==> src/hdl/stp_pkg.sv <==
// Package for the stabilizer tableau simulator: payload structs, row type,
// cell commands, controller states and the CHP row-sum function.
// No dependencies.
package stp_pkg;

    localparam int MAX_QUBITS = 64;
    localparam int TAB_ROWS   = 2 * MAX_QUBITS + 1;
    localparam int QW         = $clog2(MAX_QUBITS);
    localparam int CW         = $clog2(MAX_QUBITS + 1);
    localparam int RW         = $clog2(TAB_ROWS);

    localparam logic [2:0] OP_HAD   = 3'd0;
    localparam logic [2:0] OP_PHS   = 3'd1;
    localparam logic [2:0] OP_CNOT  = 3'd2;
    localparam logic [2:0] OP_MEAS  = 3'd3;
    localparam logic [2:0] OP_CLEAR = 3'd4;

    typedef struct packed {
        logic [2:0]    opcode;
        logic [QW-1:0] qubit_a;
        logic [QW-1:0] qubit_b;
        logic          random_outcome;
    } in_item_t;

    typedef struct packed {
        logic measured_value;
        logic was_deterministic;
    } out_item_t;

    typedef struct packed {
        logic [MAX_QUBITS-1:0] x;
        logic [MAX_QUBITS-1:0] z;
        logic                  p;
    } row_t;

    typedef enum logic [2:0] {
        CO_HOLD,
        CO_HAD,
        CO_PHS,
        CO_CNOT,
        CO_ROT,
        CO_SUM
    } cell_op_t;

    typedef struct packed {
        cell_op_t              op;
        logic [MAX_QUBITS-1:0] sel_a;
        logic [MAX_QUBITS-1:0] sel_b;
        logic [MAX_QUBITS-1:0] mask;
    } cell_cmd_t;

    typedef enum logic [2:0] {
        ST_IDLE,
        ST_PRE,
        ST_SCAN,
        ST_FIX,
        ST_WRSC,
        ST_RESTORE
    } state_t;

    // Row h becomes row i times row h; an odd phase sum leaves the phase alone.
    function automatic row_t row_sum(row_t h, row_t i, logic [MAX_QUBITS-1:0] m);
        logic [MAX_QUBITS-1:0] x1, z1, x2, z2, pl, mi;
        logic [CW-1:0]         cp, cm;
        logic [1:0]            s;
        row_t                  r;
        x1 = i.x & m;
        z1 = i.z & m;
        x2 = h.x & m;
        z2 = h.z & m;
        pl = (x1 & z1 & z2 & ~x2) | (x1 & ~z1 & z2 & x2) | (~x1 & z1 & x2 & ~z2);
        mi = (x1 & z1 & x2 & ~z2) | (x1 & ~z1 & z2 & ~x2) | (~x1 & z1 & x2 & z2);
        cp = CW'($countones(pl));
        cm = CW'($countones(mi));
        s  = {i.p, 1'b0} + {h.p, 1'b0} + cp[1:0] - cm[1:0];
        r  = h;
        if (s == 2'd0) begin
            r.p = 1'b0;
        end else if (s == 2'd2) begin
            r.p = 1'b1;
        end
        r.x = h.x ^ x1;
        r.z = h.z ^ z1;
        return r;
    endfunction

endpackage

==> src/hdl/stp_row_cell.sv <==
// One tableau row: applies gates, row sums against a broadcast pivot,
// and shifts in its neighbor's row when the ring rotates.
// Depends on stp_pkg.
module stp_row_cell (
    input  logic             aclk,
    input  stp_pkg::cell_cmd_t cmd,
    input  logic             en,
    input  logic             ld,
    input  stp_pkg::row_t    ld_row,
    input  stp_pkg::row_t    nb_row,
    input  stp_pkg::row_t    pivot,
    output stp_pkg::row_t    row
);
    import stp_pkg::*;

    row_t row_reg, row_next;
    logic xa, za, xb, zb;

    always_comb begin
        xa = |(row_reg.x & cmd.sel_a);
        za = |(row_reg.z & cmd.sel_a);
        xb = |(row_reg.x & cmd.sel_b);
        zb = |(row_reg.z & cmd.sel_b);
        row_next = row_reg;
        if (ld) begin
            row_next = ld_row;
        end else if (en) begin
            case (cmd.op)
                CO_HAD: begin
                    row_next.p = row_reg.p ^ (xa & za);
                    row_next.x = (row_reg.x & ~cmd.sel_a) | (za ? cmd.sel_a : '0);
                    row_next.z = (row_reg.z & ~cmd.sel_a) | (xa ? cmd.sel_a : '0);
                end
                CO_PHS: begin
                    row_next.p = row_reg.p ^ (xa & za);
                    row_next.z = row_reg.z ^ (xa ? cmd.sel_a : '0);
                end
                CO_CNOT: begin
                    row_next.p = row_reg.p ^ (xa & zb & (xb == za));
                    row_next.x = row_reg.x ^ (xa ? cmd.sel_b : '0);
                    row_next.z = row_reg.z ^ (zb ? cmd.sel_a : '0);
                end
                CO_ROT: begin
                    row_next = nb_row;
                end
                CO_SUM: begin
                    if (xa) begin
                        row_next = row_sum(row_reg, pivot, cmd.mask);
                    end
                end
                default: begin
                    row_next = row_reg;
                end
            endcase
        end
    end

    always_ff @(posedge aclk) begin
        row_reg <= row_next;
    end

    assign row = row_reg;

endmodule

==> config.mk <==
export PLATFORM = sky130hd
export DESIGN_NAME = stp_row_cell
export DESIGN_NICKNAME = d
export VERILOG_FILES = /design/src/hdl/stp_pkg.sv /design/src/hdl/stp_row_cell.sv
export SDC_FILE = /design/constraint.sdc
export NUM_CORES = 1
export LEC_CHECK = 0
export BUFFER_PORTS_ARGS = -buffer_cell sky130_fd_sc_hd__buf_2
export CORE_AREA = 2 2 282 284
export DETAILED_ROUTE_END_ITERATION = 12
export DIE_AREA = 0 0 284 286
export PLACE_DENSITY_LB_ADDON = 0.08
export SYNTH_ARGS = -nofsm -noshare
export SYNTH_HDL_FRONTEND = slang
export SYNTH_SLANG_ARGS = --single-unit
==> constraint.sdc <==
create_clock -name aclk -period 8.1 [get_ports aclk]
set_input_delay 0 -clock aclk [delete_from_list [all_inputs] [get_ports aclk]]
set_output_delay 0 -clock aclk [all_outputs]
set_load 0.05 [all_outputs]
==> results of run 1 <==
[repair_timing]
action | 4_1_cts | 5_1_grt
resized for setup | 0 | 2
setup buffers | 0 | 2
hold buffers | 274 | 0
setup endpoints to repair | 0 | 1
hold endpoints to repair | 186 | 0
[worst max-delay path by stage]
stage / depth (start not counted) / start / endpoint / slack, ns
2_1_floorplan: 28 / register / row[0] / 0.44
3_3_place_gp: 25 / register / row[0] / 0.37
3_5_place_dp: 27 / register / row[0] / 0.38
4_1_cts: 26 / register / row[0] / 0.35
5_1_grt: 25 / register / row[0] / 0.02
6_report: 27 / register / row[0] / 0.38
[synthesized netlist by cell type, types with 2 or more instances]
library cell	number
a21boi_0	12
nor4bb_1	57
o21a_1	128
a222oi_1	64
buf_1	9
xor2_1	136
edfxtp_1	129
o21ai_0	131
nand2_1	114
nor4_1	2
nand3b_1	4
clkbuf_1	156
a22oi_1	65
or3_1	2
inv_1	34
a221oi_1	64
a31oi_1	2
a22o_1	66
nor2b_1	5
buf_6	6
nand4_1	16
fa_1	63
xnor2_1	124
nand2b_1	6
o211ai_1	65
buf_2	20
a32oi_1	128
nand4b_1	57
nor3_1	5
and3b_1	57
a32o_1	4
and3_1	61
nand3_1	5
nor3b_1	58
nor2_1	202
a21oi_1	65
[cell type report]
class	count	area (µm²)
Clock inverter	15	193
Multi-Input combinational cell	1777	13500
Sequential cell	129	3870
Antenna cell	7	17.5
Fill cell	8505	51600
Tap cell	1050	1310
Clock buffer	17	425
Timing Repair Buffer	1110	7250
Inverter	35	141
[kinds of logic after synthesis]
group / Yosys count / synth area share (%)
compound gates: 799 / 32.9
buf+inv: 226 / 5.04
simple gates: 654 / 21.3
flops: 129 / 21.3
xor+xnor: 260 / 12.5
fa+ha+maj: 64 / 6.99
[metrics by stage]
stage,cell area (µm²),util [%],worst slack [ns],total power [mW]
finish,26700,34.1,0.377,5.53
CTS,26700,34.0,0.350,5.51
global route,26700,34.1,0.0166,5.80
global placement,23300,29.8,0.366,4.44
floorplan,18200,-,0.436,3.22
detailed placement,23300,29.8,0.384,4.43
[tightest hold or removal path, delay by kind of cell]
| family | cells | cell delay [ns] |
|---|---|---|
| AND/OR/NAND/NOR | 2 | 0.18 |
| buffers and inverters | 1 | 0.19 |
[cell usage in the layout (no fill, tap or decap), drive strengths merged, types with 35 or more instances in the layout]
cell type,count
a21oi,65
a221oi,64
a222oi,64
a22o,66
a22oi,65
a32oi,128
and3,61
and3b,57
buf,836
dlygate4sd3,274
edfxtp,129
fa,63
inv,35
nand2,114
nand4b,57
nor2,202
nor3b,58
nor4bb,57
o211ai,65
o21a,128
o21ai,132
xnor2,124
xor2,136
[layer usage]
layer / track usage, % / up-vias
li1: - / 10300
met1: 43.5 / 12500
met2: 57.3 / 1365
met3: 6.23 / 215
met4: 12.3 / 10
met5: 0 / -
[power breakdown]
part / switching [mW] / total (mW) / leakage [nW] / internal, mW
clock: 0.401 / 0.913 / 0.298 / 0.511
combinational: 2.03 / 3.60 / 9.29 / 1.57
sequential: 0.174 / 1.02 / 1.26 / 0.844
==> qor.csv, run 1 <==
metric,value,unit
status,completed,
Pwr per Cell Area,207,nW/µm²
Buf/Inv on CP,4,
Max-slew headroom,20.1,%
Worst Tran Pin Value,1.19,ns
Syn. warnings,0,
leading area contributor after synthesis,edfxtp_1,
drt via density,5.88,
routability congestion estimate,0.983,
routed via count,24400,
Max Cap Viol,0,
met2 wire length,68200,µm
routed wl met3,10700,µm
VDD IR-drop max,426,µV
RSZ-0062 raised after global routing,no,
syn nets,2781,
Max Root-Sink Buffers,2,
clock-pin slew on the worst setup and hold paths,0.07,ns
CTS Sinks,129,
Area contributors post-synth,"edfxtp_1 21%, fa_1 6.9%, xor2_1 6.5%, a32oi_1 6.2%, xnor2_1 6.0%",
largest fanout on the critical path,8,
CP required,8.33,ns
clock skew,0.0276,ns
Hold WC Path Type,input pin to register,
Mapped Area,18200,µm²
Boundary Pins,714,
TNS Setup,0,ns
synth unique cells,46,
Pre-Repair DR Iteration Count,7,
slowest cell on the critical path,fa_1,
Metal-1 WL,59700,µm
worst hold path startpoint,cmd[153],
placed cell count,3825,
share of cells above drive strength 1,28.5,%
area delta synth->final,46.6,%
worst hold path depth,3,
H-tree levels,4,
Syn Inst Count,2132,
GRT overflow,0,
DRT antenna net count,0,
initial DRC count,2769,
routed len/inst,34.7,µm
post-synthesis sequential area ratio,21.3,%
Final Max Tran Viols,0,
min Tclk post-route,7.72,ns
fin nets,3719,
CTS Root Cell,clkbuf_16,
pin count of the biggest net entering global routing,131,
startpoint types,register,
I/O Buffers,713,
HPWL after DPL,115000,µm
share of synthesized registers carrying an async set or reset,0,%
Core Rows,103,
Hold Fails Final Rpt,0,
Worst-Skew Late Latency,0.53,ns
Worst path most repeated cell,fa_1,
initial antenna violation count,18,
P_leak,10.9,nW
"Avg Cell Area, Syn",8.55,µm²
Crit path max-delay family,adder cells,
drc violations,0,
crit share post-route,95.3,%
share of the synthesized area in the top cell type,21.3,%
Die W,284,µm
final setup fails,0,
Detailed Route WL,144000,µm
Max Used Layer,met5,
vias in the first global route,23400,
Setup Crit Path Kind,register to register,
Crit. End Element,register,
"FF+latch count, synth",129,
top_reg_cell synth,edfxtp_1,
Placeable Area,78400,µm²
Die Footprint,81200,µm²
CP peak stage delay,0.60,ns
first-pass GRT wire length,194000,µm
f_max,129,MHz
Hold WS,0.0148,ns
Post-synth EDFFs,129,
R2R Path End,row[0],
CTS tree,built,
Finished Layout Cells,4140,
GR Util All Layers,34.0,%
CP arrival,7.95,ns
Initial Util,23.3,%
reg2reg setup slack,0.38,ns
total CTS buffers,17,
Die Y,286,µm
R2R depth,27,
Note: power is estimated with default switching activity, not from simulation.
==> inputs of run 2 (changes only) <==
--- a/config.mk
+++ b/config.mk
@@ -5,10 +5,10 @@
 export SDC_FILE = /design/constraint.sdc
 export NUM_CORES = 1
 export LEC_CHECK = 0
+export ABC_AREA = 1
 export BUFFER_PORTS_ARGS = -buffer_cell sky130_fd_sc_hd__buf_2
-export CORE_AREA = 2 2 282 284
+export CORE_UTILIZATION = 25
 export DETAILED_ROUTE_END_ITERATION = 12
-export DIE_AREA = 0 0 284 286
 export PLACE_DENSITY_LB_ADDON = 0.08
 export SYNTH_ARGS = -nofsm -noshare
 export SYNTH_HDL_FRONTEND = slang
==> qor.csv, run 2 <==
metric,value,unit,change
status,completed,,
sequential share of power,18.9,%,+0.5 points
Die W,293,µm,+3.2%
top_reg_cell synth,edfxtp_1,,
Worst-Skew Late Latency,0.52,ns,about the same
final setup fails,0,,unchanged
Post-DP Area,25800,µm²,+10%
slowest cell on the critical path,fa_1,,
Worst Tran Pin Value,1.14,ns,-0.0491 ns
worst hold path startpoint,nb_row[1],,
Comb pwr share,64.8,%,-0.3 points
Internal,2.54,mW,-13%
Setup Crit Path Kind,register to register,,
clock-pin slew on the worst setup and hold paths,0.08,ns,about the same
GR Util All Layers,31.3,%,-2.7 points
Initial Util,25.3,%,+2.0 points
f_max,132,MHz,+1.9%
pin count of the biggest net entering global routing,131,,unchanged
clock skew,0.0147,ns,-0.0129 ns
Die Y,293,µm,+2.5%
CTS Root Cell,clkbuf_16,,
share of synthesized registers carrying an async set or reset,0,%,unchanged
Max Cap Viol,0,,unchanged
CP arrival,7.85,ns,-0.10 ns
Die Footprint,85900,µm²,+5.8%
H-tree levels,4,,unchanged
R2R Path End,row[0],,
area delta synth->final,38.9,%,
clock network power share,16.2,%,-0.3 points
drt via density,5.27,,-11%
post-cts sizing count,0,,unchanged
Placeable Area,83800,µm²,+7.0%
Post-synth EDFFs,129,,unchanged
post-synthesis sequential area ratio,18.3,%,-3.0 points
DRT antenna net count,0,,unchanged
"Core Util, Final",35.1,%,+1.0 points
share of the synthesized area in the top cell type,18.3,%,-3.0 points
Core Rows,106,,+2.9%
reg2reg setup slack,0.52,ns,+0.14 ns
top-count cell post-synth,nand2_1,,
Hold WC Path Type,input pin to register,,
P_leak,13.7,nW,+27%
leading area contributor after synthesis,edfxtp_1,,
HPWL after DPL,101000,µm,-13%
I/O Buffers,713,,unchanged
post-layout instance area,29400,µm²,+10%
TNS Setup,0,ns,unchanged
syn nets,4289,,+54%
startpoint types,register,,
Buf/Inv on CP,6,,+2
NetSw,2.72,mW,+4.6%
initial antenna violation count,30,,+12
routed len/inst,24.3,µm,-30%
placed cell count,5333,,+39%
largest fanout on the critical path,7,,-1
Finished Layout Cells,5692,,+37%
Crit path max-delay family,adder cells,,
GRT overflow,0,,unchanged
CP peak stage delay,0.61,ns,about the same
Max Root-Sink Buffers,2,,unchanged
Post-synth top cells,"830 x nand2_1, 481 x nor2_1, 432 x inv_1",,
Pre-Repair DR Iteration Count,6,,-1
"Avg Cell Area, Syn",5.82,µm²,-32%
"commonest non-fill, non-tap cell in the layout",nand2_1,,
RSZ-0062 raised after global routing,no,,
Crit. End Element,register,,
vias in the first global route,28300,,+21%
Pwr per Cell Area,179,nW/µm²,-14%
Hold Fails Final Rpt,0,,unchanged
fin nets,5174,,+39%
CP required,8.37,ns,+0.04 ns
Final Max Tran Viols,0,,unchanged
Max-slew headroom,24.1,%,+4.0 points
worst hold path depth,5,,+2
drc violations,0,,unchanged
Fillers,9480,,+11%
VDD IR-drop max,208,µV,-51%
total CTS buffers,17,,unchanged
CTS Sinks,129,,unchanged
"commonest cells after routing, fill and taps aside","830 x nand2_1, 712 x buf_2, 476 x nor2_1",,
crit share post-route,93.6,%,-1.7 points
routed via count,30000,,+23%
min Tclk post-route,7.58,ns,-0.141 ns
Boundary Pins,714,,unchanged
Detailed Route WL,139000,µm,-3.6%
first-pass GRT wire length,195000,µm,+0.97%
Area contributors post-synth,"edfxtp_1 18%, nand2_1 15%, nand3_1 8.7%, nor2_1 8.5%, inv_1 7.7%",,
R2R depth,31,,+15%
sw frac,51.8,%,+4.7 points
synth unique cells,42,,-8.7%
routability congestion estimate,0.917,,-6.8%
initial DRC count,2288,,-17%
CTS tree,built,,
"FF+latch count, synth",129,,unchanged
share of cells above drive strength 1,19.2,%,-9.4 points
Mapped Area,21200,µm²,+16%
Syn. warnings,0,,unchanged
Syn Inst Count,3640,,+71%
"Power, Total",5.26,mW,-4.9%
run 2: cells by family (layout without fill, tap and decap cells):
group,after synthesis,after routing,synth area share (%)
simple gates,2016,2016,41.0
compound gates,721,721,20.9
buf+inv,685,1583,12.8
flops,129,129,18.3
fa+ha+maj,64,64,6.01
xor+xnor,25,25,1.03
other cells,0,20,0
run 2: area by class of cell:
type | instances | area (µm²) | area share, %
Tap cell | 1134 | 1420 | 4.82
Timing Repair Buffer | 1064 | 7010 | 23.8
Multi-Input combinational cell | 2826 | 14700 | 49.9
Inverter | 487 | 1850 | 6.27
Antenna cell | 20 | 50.0 | 0.170
Clock inverter | 9 | 90.1 | 0.306
Sequential cell | 129 | 3870 | 13.2
Clock buffer | 23 | 448 | 1.52
run 2: power groups by stage:
stage | Sequential (mW) | Combinational [mW] | Clock [mW]
2_1_floorplan | 1.19 | 1.99 | 0
3_3_place_gp | 1.00 | 3.25 | 0
3_5_place_dp | 1.01 | 3.24 | 0
4_1_cts | 0.992 | 3.41 | 0.880
5_1_grt | 1.01 | 3.81 | 0.885
6_report | 0.996 | 3.41 | 0.854
run 2: worst reg2reg max path: cells and delay by family, from the launching register on:
family | cells | cell delay [ns]
AOI/OAI and AO/OA | 1 | 0.50
xor gates and xnor gates | 1 | 0.18
adders and majority gates | 10 | 4.86
buffers and inverters | 6 | 0.46
DFF | 1 | 0.50
and+or+nand+nor | 13 | 0.85
run 2: how the worst max path moves through the flow:
stage          startpoint     end  slack (ns)  cells after the start
2_1_floorplan    register  row[0]        0.82                     32
4_1_cts          register  row[0]        0.52                     31
6_report         register  row[0]        0.52                     31
5_1_grt          register  row[0]        0.03                     31
3_3_place_gp     register  row[0]        0.57                     31
3_5_place_dp     register  row[0]        0.53                     31
run 2: per-stage QoR:
step           hold WS, ns  setup slack (ns)
2_1_floorplan        0.186             0.816
3_3_place_gp         0.313             0.572
3_5_place_dp         0.303             0.531
4_1_cts            0.00352             0.520
5_1_grt             0.0480            0.0297
6_report            0.0367             0.519
run 2: per-layer routing:
| metal | vias to the layer above | GRT usage, % | part of all wire [%] |
|---|---|---|---|
| li1 | 14200 | - | - |
| met1 | 14400 | 40.1 | 42 |
| met2 | 1189 | 53.5 | 48 |
| met3 | 197 | 5.14 | 6.6 |
| met4 | 32 | 9.69 | 2.7 |
| met5 | - | 0 | 0.15 |
run 2: what timing repair did:
| item | in CTS | in global routing |
|---|---|---|
| hold endpoints to repair | 237 | 0 |
| buffers inserted | 0 | 0 |
| hold buffers | 307 | 0 |
